`src/rtl/rpd_pkg.sv`:
```
// rpd_pkg: shared types and constants for the response packet deframer
// no dependencies
package rpd_pkg;

    localparam int unsigned MAX_PAYLOAD_DEF = 256;

    localparam logic [7:0] HDR_BYTE0 = 8'hEF;
    localparam logic [7:0] HDR_BYTE1 = 8'h01;
    localparam logic [7:0] IDENT_BYTE = 8'h07;
    localparam int unsigned LEN_OVERHEAD = 3;

    localparam logic OP_BYTE = 1'b0;
    localparam logic OP_ABORT = 1'b1;

    localparam logic KIND_PAYLOAD = 1'b0;
    localparam logic KIND_STATUS = 1'b1;

    typedef enum logic [2:0] {
        ST_OK        = 3'd0,
        ST_BAD_HDR   = 3'd1,
        ST_BAD_IDENT = 3'd2,
        ST_BAD_LEN   = 3'd3,
        ST_BAD_SUM   = 3'd4,
        ST_TRUNC     = 3'd5
    } status_t;

    typedef struct packed {
        logic       kind;
        logic [7:0] payload_byte;
        logic [7:0] confirm_code;
        logic [8:0] payload_count;
        logic [2:0] status;
    } result_t;

endpackage

```
`src/rtl/response_packet_deframer.sv`:
```
// response_packet_deframer: top level, input register, parser and result buffer
// depends on rpd_pkg, rpd_parser, rpd_out_queue
//
// usage
//   input channel: valid/ready with op and rx_byte; op selects a received byte
//   or an abort that ends the current frame
//   output channel: valid/ready with kind, payload_byte, confirm_code,
//   payload_count and status; one payload transaction per payload byte and
//   one status transaction per finished, failed or aborted frame
//   path: a transaction that yields a result passes the input register, then
//   the result buffer, before it shows on the output; a full buffer with a
//   stalled output can hold it in the input register between the two
//   throughput: one input transaction per cycle while the result buffer has
//   space, set by the parser step between the input register and the buffer
//   reset: asynchronous, clears the parser to header hunting and empties
//   the input register and the two-entry result buffer
//   stall: while the output is stalled, the buffer fills; the parser holds
//   its input register once the buffer is full and ready drops
//   MAX_PAYLOAD bounds the accepted payload length per frame
module response_packet_deframer #(
    parameter int unsigned MAX_PAYLOAD = rpd_pkg::MAX_PAYLOAD_DEF
) (
    input  logic       clk,
    input  logic       rst_n,
    input  logic       in_valid,
    output logic       in_ready,
    input  logic       op,
    input  logic [7:0] rx_byte,
    output logic       out_valid,
    input  logic       out_ready,
    output logic       kind,
    output logic [7:0] payload_byte,
    output logic [7:0] confirm_code,
    output logic [8:0] payload_count,
    output logic [2:0] status
);
    import rpd_pkg::*;

    logic       s1_valid_reg;
    logic       s1_op_reg;
    logic [7:0] s1_byte_reg;
    logic       step;
    logic       space;
    logic       res_valid;
    result_t    res;
    result_t    out_data;

    assign step = s1_valid_reg && space;
    assign in_ready = !s1_valid_reg || space;

    always_ff @(posedge clk or negedge rst_n)
    begin
        if (!rst_n) begin
            s1_valid_reg <= 1'b0;
        end else if (in_ready) begin
            s1_valid_reg <= in_valid;
        end
    end

    always_ff @(posedge clk)
    begin
        if (in_ready && in_valid) begin
            s1_op_reg <= op;
            s1_byte_reg <= rx_byte;
        end
    end

    rpd_parser #(
        .MAX_PAYLOAD(MAX_PAYLOAD)
    ) u_parser (
        .clk       (clk),
        .rst_n     (rst_n),
        .step      (step),
        .item_op   (s1_op_reg),
        .item_byte (s1_byte_reg),
        .res_valid (res_valid),
        .res       (res)
    );

    rpd_out_queue u_out_queue (
        .clk       (clk),
        .rst_n     (rst_n),
        .push      (res_valid),
        .push_data (res),
        .space     (space),
        .out_valid (out_valid),
        .out_ready (out_ready),
        .out_data  (out_data)
    );

    assign kind = out_data.kind;
    assign payload_byte = out_data.payload_byte;
    assign confirm_code = out_data.confirm_code;
    assign payload_count = out_data.payload_count;
    assign status = out_data.status;

endmodule

```
`src/rtl/rpd_parser.sv`:
```
// rpd_parser: frame state machine, consumes one transaction per enabled cycle
// depends on rpd_pkg
module rpd_parser #(
    parameter int unsigned MAX_PAYLOAD = rpd_pkg::MAX_PAYLOAD_DEF
) (
    input  logic             clk,
    input  logic             rst_n,
    input  logic             step,
    input  logic             item_op,
    input  logic [7:0]       item_byte,
    output logic             res_valid,
    output rpd_pkg::result_t res
);
    import rpd_pkg::*;

    localparam int unsigned LEFT_W = $clog2(MAX_PAYLOAD + 1);
    localparam logic [16:0] LEN_MAX = 17'(MAX_PAYLOAD + LEN_OVERHEAD);
    localparam logic [16:0] LEN_MIN = 17'(LEN_OVERHEAD);

    typedef enum logic [3:0] {
        HUNT, HDR1, ADDR0, ADDR1, ADDR2, ADDR3, IDENT,
        LENH, LENL, CONF, PAYLOAD, CSH, CSL
    } pos_t;

    pos_t              pos_reg, pos_next;
    logic [7:0]        len_hi_reg, len_hi_next;
    logic [LEFT_W-1:0] left_reg, left_next;
    logic [15:0]       sum_reg, sum_next;
    logic [7:0]        conf_reg, conf_next;
    logic [7:0]        cs_hi_reg, cs_hi_next;
    logic [8:0]        sent_reg, sent_next;
    logic [16:0]       len_full;
    logic [16:0]       len_minus;

    assign len_full = {1'b0, len_hi_reg, item_byte};
    assign len_minus = len_full - LEN_MIN;

    always_comb
    begin
        pos_next = pos_reg;
        len_hi_next = len_hi_reg;
        left_next = left_reg;
        sum_next = sum_reg;
        conf_next = conf_reg;
        cs_hi_next = cs_hi_reg;
        sent_next = sent_reg;
        res_valid = 1'b0;
        res = '0;
        res.kind = KIND_STATUS;
        if (item_op == OP_ABORT) begin
            if (pos_reg != HUNT) begin
                res_valid = 1'b1;
                res.status = ST_TRUNC;
                if (pos_reg == PAYLOAD || pos_reg == CSH || pos_reg == CSL) begin
                    res.confirm_code = conf_reg;
                    res.payload_count = sent_reg;
                end
            end
            pos_next = HUNT;
        end else begin
            unique case (pos_reg)
                HDR1:
                begin
                    if (item_byte != HDR_BYTE1) begin
                        res_valid = 1'b1;
                        res.status = ST_BAD_HDR;
                        pos_next = HUNT;
                    end else begin
                        pos_next = ADDR0;
                    end
                end
                ADDR0: pos_next = ADDR1;
                ADDR1: pos_next = ADDR2;
                ADDR2: pos_next = ADDR3;
                ADDR3: pos_next = IDENT;
                IDENT:
                begin
                    if (item_byte != IDENT_BYTE) begin
                        res_valid = 1'b1;
                        res.status = ST_BAD_IDENT;
                        pos_next = HUNT;
                    end else begin
                        pos_next = LENH;
                    end
                end
                LENH:
                begin
                    len_hi_next = item_byte;
                    pos_next = LENL;
                end
                LENL:
                begin
                    if (len_full < LEN_MIN || len_full > LEN_MAX) begin
                        res_valid = 1'b1;
                        res.status = ST_BAD_LEN;
                        pos_next = HUNT;
                    end else begin
                        left_next = len_minus[LEFT_W-1:0];
                        pos_next = CONF;
                    end
                end
                CONF:
                begin
                    conf_next = item_byte;
                    sum_next = {8'd0, item_byte};
                    sent_next = '0;
                    pos_next = (left_reg == '0) ? CSH : PAYLOAD;
                end
                PAYLOAD:
                begin
                    sum_next = sum_reg + {8'd0, item_byte};
                    left_next = left_reg - LEFT_W'(1);
                    sent_next = sent_reg + 9'd1;
                    if (left_reg == LEFT_W'(1)) begin
                        pos_next = CSH;
                    end
                    res_valid = 1'b1;
                    res.kind = KIND_PAYLOAD;
                    res.payload_byte = item_byte;
                end
                CSH:
                begin
                    cs_hi_next = item_byte;
                    pos_next = CSL;
                end
                CSL:
                begin
                    res_valid = 1'b1;
                    res.confirm_code = conf_reg;
                    res.payload_count = sent_reg;
                    res.status = ({cs_hi_reg, item_byte} == sum_reg) ? ST_OK : ST_BAD_SUM;
                    pos_next = HUNT;
                end
                default:
                begin
                    if (item_byte == HDR_BYTE0) begin
                        conf_next = '0;
                        sum_next = '0;
                        left_next = '0;
                        len_hi_next = '0;
                        cs_hi_next = '0;
                        sent_next = '0;
                        pos_next = HDR1;
                    end else begin
                        pos_next = HUNT;
                    end
                end
            endcase
        end
        if (!step) begin
            res_valid = 1'b0;
        end
    end

    always_ff @(posedge clk or negedge rst_n)
    begin
        if (!rst_n) begin
            pos_reg <= HUNT;
            len_hi_reg <= '0;
            left_reg <= '0;
            sum_reg <= '0;
            conf_reg <= '0;
            cs_hi_reg <= '0;
            sent_reg <= '0;
        end else if (step) begin
            pos_reg <= pos_next;
            len_hi_reg <= len_hi_next;
            left_reg <= left_next;
            sum_reg <= sum_next;
            conf_reg <= conf_next;
            cs_hi_reg <= cs_hi_next;
            sent_reg <= sent_next;
        end
    end

endmodule

```
`src/rtl/rpd_out_queue.sv`:
```
// rpd_out_queue: two-entry result buffer feeding the output channel
// depends on rpd_pkg
module rpd_out_queue (
    input  logic             clk,
    input  logic             rst_n,
    input  logic             push,
    input  rpd_pkg::result_t push_data,
    output logic             space,
    output logic             out_valid,
    input  logic             out_ready,
    output rpd_pkg::result_t out_data
);
    import rpd_pkg::*;

    logic [1:0] count_reg, count_next;
    result_t    entry0_reg;
    result_t    entry1_reg;
    logic       pop;

    assign out_valid = (count_reg != 2'd0);
    assign out_data = entry0_reg;
    assign pop = out_valid && out_ready;
    assign space = (count_reg != 2'd2) || out_ready;

    always_comb
    begin
        count_next = count_reg + {1'b0, push} - {1'b0, pop};
    end

    always_ff @(posedge clk or negedge rst_n)
    begin
        if (!rst_n) begin
            count_reg <= '0;
        end else begin
            count_reg <= count_next;
        end
    end

    always_ff @(posedge clk)
    begin
        if (pop) begin
            if (count_reg == 2'd2) begin
                entry0_reg <= entry1_reg;
                if (push) begin
                    entry1_reg <= push_data;
                end
            end else if (push) begin
                entry0_reg <= push_data;
            end
        end else if (push) begin
            if (count_reg == 2'd0) begin
                entry0_reg <= push_data;
            end else begin
                entry1_reg <= push_data;
            end
        end
    end

endmodule
```
`config.mk`:
```
export PLATFORM = sky130hd
export DESIGN_NAME = response_packet_deframer
export DESIGN_NICKNAME = d
export VERILOG_FILES = /design/src/rtl/rpd_pkg.sv /design/src/rtl/response_packet_deframer.sv /design/src/rtl/rpd_parser.sv /design/src/rtl/rpd_out_queue.sv
export SDC_FILE = /design/constraint.sdc
export NUM_CORES = 1
export LEC_CHECK = 0
export BUFFER_PORTS_ARGS = -buffer_cell sky130_fd_sc_hd__buf_2
export CAP_MARGIN = 20
export CELL_PAD_IN_SITES_DETAIL_PLACEMENT = 0
export CELL_PAD_IN_SITES_GLOBAL_PLACEMENT = 2
export CORE_ASPECT_RATIO = 1.75
export CORE_MARGIN = 2
export CORE_UTILIZATION = 41
export DETAILED_ROUTE_END_ITERATION = 8
export GPL_TIMING_DRIVEN = 0
export PLACE_DENSITY_LB_ADDON = 0.15
export SETUP_SLACK_MARGIN = 0.05
export SKIP_CTS_REPAIR_TIMING = 1
export SLEW_MARGIN = 25
export SYNTH_ARGS = -nofsm -noshare
export SYNTH_HDL_FRONTEND = slang
export SYNTH_SLANG_ARGS = --single-unit
export TNS_END_PERCENT = 1
```
`constraint.sdc`:
```
create_clock -name clk -period 6.4 [get_ports clk]
set_input_delay 0.32 -clock clk [delete_from_list [all_inputs] [get_ports clk]]
set_output_delay 0.32 -clock clk [all_outputs]
set_load 0.01 [all_outputs]
```
Word level (Yosys, flattened, before mapping)
Index checks and enable logic that the tools add are counted.

storage, ports and cells
  register bits after elaboration = 132
  bits of input ports = 13
  word-level logic and storage cells = 138

cells by class
  bitwise logic cells = 6
  equal/unequal tests = 23
  add/subtract/negate cells = 6
  magnitude comparators = 2
  reductions and logical operators = 35
  multiplexer cells = 45

operators with widths
  kind                                                                              number
  29-bit two-way mux                                                                9
  9-bit one-hot mux with 3 select lines                                             2
  16-bit one-hot mux with 3 select lines                                            1
  4-bit one-hot mux with 12 select lines                                            1
  8-bit one-hot mux with 2 select lines                                             3
  20-bit two-way mux                                                                2
  9-bit two-way mux                                                                 4
  17-bit two-way mux                                                                2
  11-bit OR reduction                                                               3
  4-bit equality test, second input constant                                        5
  10-bit OR reduction                                                               2
  16-bit by 8-bit adder with 16-bit output                                          1
  16-bit equality test                                                              1
  4-bit by 3-bit equality test with 1-bit output, second input constant             4
  16-bit by 9-bit greater-than comparator with 1-bit output, second input constant  1
  16-bit by 2-bit < comparator with 1-bit output, second input constant             1
  16-bit two-way mux                                                                1
  4-bit AND reduction                                                               4
  2-bit nonzero test                                                                7
  4-bit two-way mux                                                                 3
  3-bit one-hot mux with 4 select lines                                             1
  9-bit by 1-bit adder with 9-bit output, second input constant                     1
  9-bit by 1-bit equality test with 1-bit output, second input constant             1
  9-bit logical NOT                                                                 1
  other kinds (29)                                                                  56

Logic depth before layout (Yosys ltp)
  depth in word-level cells = 9
  mapped depth = 10

Hierarchy
A second synthesis with hierarchy kept.

unflattened totals
  cells, all modules = 619
  area total of the unflattened synthesis = 6989.2 µm²

by module, submodules not included
  module                    instances  sequential area each (µm²)  area each (µm²)  cells an instance
  rpd_parser                1          1551.5                      4309.1           499
  rpd_out_queue             1          1791.7                      2349.8           106
  response_packet_deframer  1          295.3                       330.3            14

Worst setup path before layout
Ideal clock, no wire load.

  path kind = register to register
  start = reg s1_byte_reg[0]
  end = reg u_out_queue.entry1_reg[0] (netlist name) (enable)
  data required time = 5940 ps
  cell stages (with the launch flop) = 7
  slack = 1897 ps
  arrival = 4043 ps
  clock period less this slack = 4503 ps
  path through = edfxtp_1 > ha_1 > nor3_1 > nand3_1 > a31o_2 > a31o_2 > a211oi_1

between the ends
  longest elaborated chain between the ends = 7

RTL lines
  element                                                                                                                      RTL line                        text
  start: declaration                                                                                                           response_packet_deframer.sv:41  logic [7:0] s1_byte_reg;
  start signal: assignment                                                                                                     response_packet_deframer.sv:64  s1_byte_reg <= rx_byte;
  16-bit by 2-bit < comparator with 1-bit output or 16-bit by 9-bit greater-than comparator with 1-bit output (tied branches)  rpd_parser.sv:93                if (len_full < LEN_MIN || len_full > LEN_MAX) begin
  1-bit logical OR                                                                                                             rpd_parser.sv:93
  1-bit two-way mux                                                                                                            rpd_parser.sv:93
  1-bit one-hot mux with 4 select lines (*)                                                                                    rpd_parser.sv:61                unique case (pos_reg)
  1-bit two-way mux (*)                                                                                                        rpd_parser.sv:50                if (item_op == OP_ABORT) begin
  1-bit two-way mux (*)                                                                                                        rpd_parser.sv:150               if (!step) begin
  3-bit AND reduction (no source line) (*)                                                                                     --
  end signal: assignment                                                                                                       rpd_out_queue.sv:45             entry1_reg <= push_data;
  end signal: assignment                                                                                                       rpd_out_queue.sv:54             entry1_reg <= push_data;
  end: declaration                                                                                                             rpd_out_queue.sv:17             result_t entry1_reg;

Mark *: on every way between the ends. The rest lies on a longest branch, timed or not.
A chain may end at the register's enable or synchronous reset.

Final worst setup path
  start = reg s1_byte_reg[0]
  end = reg u_out_queue.entry0_reg, in the netlist u_out_queue.out_data[17] (enable)

between the ends
  longest elaborated chain between the ends = 8

RTL lines
  element                                                                                                                      RTL line             text
  16-bit by 2-bit < comparator with 1-bit output or 16-bit by 9-bit greater-than comparator with 1-bit output (tied branches)  rpd_parser.sv:93
  1-bit logical OR                                                                                                             rpd_parser.sv:93
  1-bit two-way mux                                                                                                            rpd_parser.sv:93
  1-bit one-hot mux with 4 select lines (*)                                                                                    rpd_parser.sv:61
  1-bit two-way mux (*)                                                                                                        rpd_parser.sv:50
  1-bit two-way mux (*)                                                                                                        rpd_parser.sv:150
  2-bit nonzero test (no source line)                                                                                          --
  3-bit AND reduction (no source line) (*)                                                                                     --
  end signal: assignment                                                                                                       rpd_out_queue.sv:43  entry0_reg <= entry1_reg;
  end signal: assignment                                                                                                       rpd_out_queue.sv:48  entry0_reg <= push_data;
  end signal: assignment                                                                                                       rpd_out_queue.sv:52  entry0_reg <= push_data;
  end: declaration                                                                                                             rpd_out_queue.sv:16  result_t entry0_reg;

Marked as above.

==> run_results.csv <==
group,metric,value,unit
synthesis,synth_warnings,0,
synthesis,synthMuxAreaShare,6.85,%
synthesis,synth_edf_count,67,
synthesis,synthXorXnorAreaFrac,4.04,%
cts,path_clk_slew,60,ps
final_layout,diodes,0,
sta,setup_viol,0,
synthesis,synth_area,6940,µm²
sta,slew_headroom,42.3,%
cts,root_buffer,"clkbuf_16",
worst_setup_path,cp_slowest_cell,"edfxtp_1",
final_layout,mostFrequentLayoutCells,"edfxtp_1, dfrtp_1, nand2_1, buf_2, nor2_1",
sta,hold_viol,0,
routing,vias_per_cell,5.32,
synthesis,synthCells,642,
final_layout,syn_to_final_growth,17.2,%
worst_setup_path,arrival,3440,ps
routing,drt_iter0_markers,234,
routing,drc,0,
final_layout,num-fill-cells,1590,
run,cap_viol_max_count,0,
synthesis,seq_area_frac_synth,52.4,%
final_layout,final_common_cell,"edfxtp_1",
synthesis,yosysTopAreaCellShare,29.0,%
floorplanning,design.core.area,16800,µm²
synthesis,ys_types,65,
placement,gp_congestion,0.859,
outcome,status,"finished clean",
floorplanning,rows,63,
sta,worst_slew_pin_slew,862,ps
synthesis,ys_seq_elements,132,
placement,numPortBuffers,43,
sta,clock_skew,11.3,ps
floorplanning,initial_core_util,41.3,%
routing,dr.pass1.iters,4,
sta,tns,0,ps
synthesis,syn_area_per_cell,10.8,µm²
worst_setup_path,cp_common_cell,"a31o_2",
cts,cts_tree,"yes",
synthesis,synth_nets,672,
cts,ctsHtreeMaxLevel,4,
sta,finalCritPeriodShare,51.9,%
synthesis,netlist_top_cells_area,"edfxtp_1, dfrtp_1, mux2_2",
final_layout,drive_gt1_share,20.2,%
synthesis,synth_compound_area_share,12.3,%
final_layout,utilization,48.5,%
worst_setup_path,crit_family,"compound AO/OA/AOI/OAI gates",
worst_setup_path,cp.buffers_inverters,1,
sta,max_freq,301,MHz
worst_setup_path,end_kind,"flip-flop",
synthesis,ys.flop_type,"edfxtp_1",
global_route,antenna_found_initial,0,
worst_setup_path,critPathMaxFanout,23,
final_layout,finalNetCount,739,
cts,clock-sinks,132,
worst_setup_path,worstPathRequired,6520,ps
global_route,overflow,0,
sta,fin_crit,3320,ps
cts,clock_path_buffers,2,
worst_setup_path,crit_chain,"ha_1 -> nor3_1 -> nand3_1 -> a31o_2 -> a31o_2 -> o21bai_1 -> a21oi_4 -> buf_16",
floorplanning,die_y,176,µm
synthesis,ys_async_sr_fraction,49.2,%
cts,numCtsBuffers,17,
routing,dr_total_vias,5048,
synthesis,synth_top_family_by_area,"simple AND/OR/NAND/NOR gates",
power_and_ir_drop,p_leak,3.38,nW
hold_path,hp-class,"input port to flip-flop",
global_route,grt_pass1_wl,27800,µm
synthesis,yosys.area_share.simple,17.5,%
synthesis,synth_area_leader_cell,"edfxtp_1",
placement,dpl.cell_count,916,
floorplanning,die_w,102,µm
worst_setup_path,timing_worst_setup_path_type,"flip-flop to flip-flop",
worst_setup_path,startpoint_type,"flip-flop",
routing,wl,17300,µm
sta,timing.final.max_slew_violations,0,
floorplanning,ios,44,
routing,routedWlPerCell,18.2,µm
routing,antenna_left,0,
floorplanning,dieArea,18000,µm²
worst_setup_path,critPathMaxStageDelay,620,ps
global_route,grt_pass1_vias,5235,
synthesis,yosys.area_share.adder,3.17,%
sta,rsz0062_at_grt,"false",
cts,clock_latency,420,ps
power_and_ir_drop,peakVddDrop,0.160,mV
global_route,grt_max_degree,39,
power_and_ir_drop,power_density,264,nW/µm²
final_layout,stdcell_count,949,
placement,dpl.hpwl,12800,µm
global_route,grt.total_usage,20.4,%
==> per-stage QoR <==
step | total power, mW | setup WS (ps) | hold slack, ps | cell area [µm²]
2_1_floorplan | 1.10 | 1900 | 24.4 | 6940
3_3_place_gp | 1.18 | 512 | 458 | 7440
3_5_place_dp | 1.19 | 3060 | 280 | 7540
4_1_cts | 2.18 | 3050 | -177 | 8130
5_1_grt | 2.23 | 2840 | 65.9 | 8140
6_report | 2.15 | 3080 | 83.0 | 8140
==> power breakdown <==
part / leakage, nW / switching (mW) / internal (mW)
Sequential: 1.47 / 0.0261 / 0.928
Clock: 0.286 / 0.422 / 0.555
Combinational: 1.62 / 0.133 / 0.0813
Total: 3.38 / 0.582 / 1.56
==> synth_stat cells (6+ instances only) <==
cell	count
nor2b_1	9
ha_1	16
mux2_2	28
nand2_1	62
edfxtp_1	67
buf_2	11
a21o_1	6
dfrtp_1	65
nor3_1	23
nand2b_1	8
nor2_1	48
and2_1	24
nand3_1	9
mux2i_1	16
clkbuf_1	17
xnor2_1	28
a21oi_1	29
nand4_1	12
o21ai_0	35
inv_1	32
==> area by class of cell <==
class | count | area (µm²) | area share (%)
inverter | 32 | 120 | 1.48
tap | 227 | 284 | 3.49
clock inverter | 15 | 164 | 2.01
multi-input combinational | 447 | 3070 | 37.7
clock buffer | 17 | 425 | 5.23
timing repair buffer | 48 | 298 | 3.66
buffer | 31 | 138 | 1.69
sequential | 132 | 3640 | 44.7
==> path summary, 6_finish.rpt <==
kind,start,end,slack (ps),cells after the start
min in group asynchronous,rst_n,u_parser.sum_reg[11]$_DFFE_PN0P_,360,2
max in group asynchronous,rst_n,u_out_queue.count_reg[1]$_DFF_PN0_,5490,3
worst max-delay path,s1_byte_reg[0]$_DFFE_PP_,u_out_queue.out_data[17]$_DFFE_PP_,3080,8
worst max register to register,s1_byte_reg[0]$_DFFE_PP_,u_out_queue.out_data[17]$_DFFE_PP_,3080,8
worst min register to register,u_parser.conf_reg[3]$_DFFE_PN0P_,u_parser.conf_reg[3]$_DFFE_PN0P_,470,2
worst min-delay path,rx_byte[2],s1_byte_reg[2]$_DFFE_PP_,80,1
==> per-layer routing <==
metal / vias up / global-route usage [%] / routed length, µm
met2: 106 / 37.5 / 9540
met5: - / 0 / 0
met3: 17 / 3.25 / 630
met1: 2471 / 23.3 / 6810
met4: 0 / 7.44 / 272
li1: 2454 / - / -
==> cells by family after synthesis <==
logic type / count (synthesis)
multiplexers: 44
XOR/XNOR: 32
flip-flops: 132
adder cells (fa/ha/maj): 17
buffers and inverters: 63
AND/OR/NAND/NOR: 229
AO/OA/AOI/OAI: 125
No activity file was read; power rests on OpenSTA's default activity.
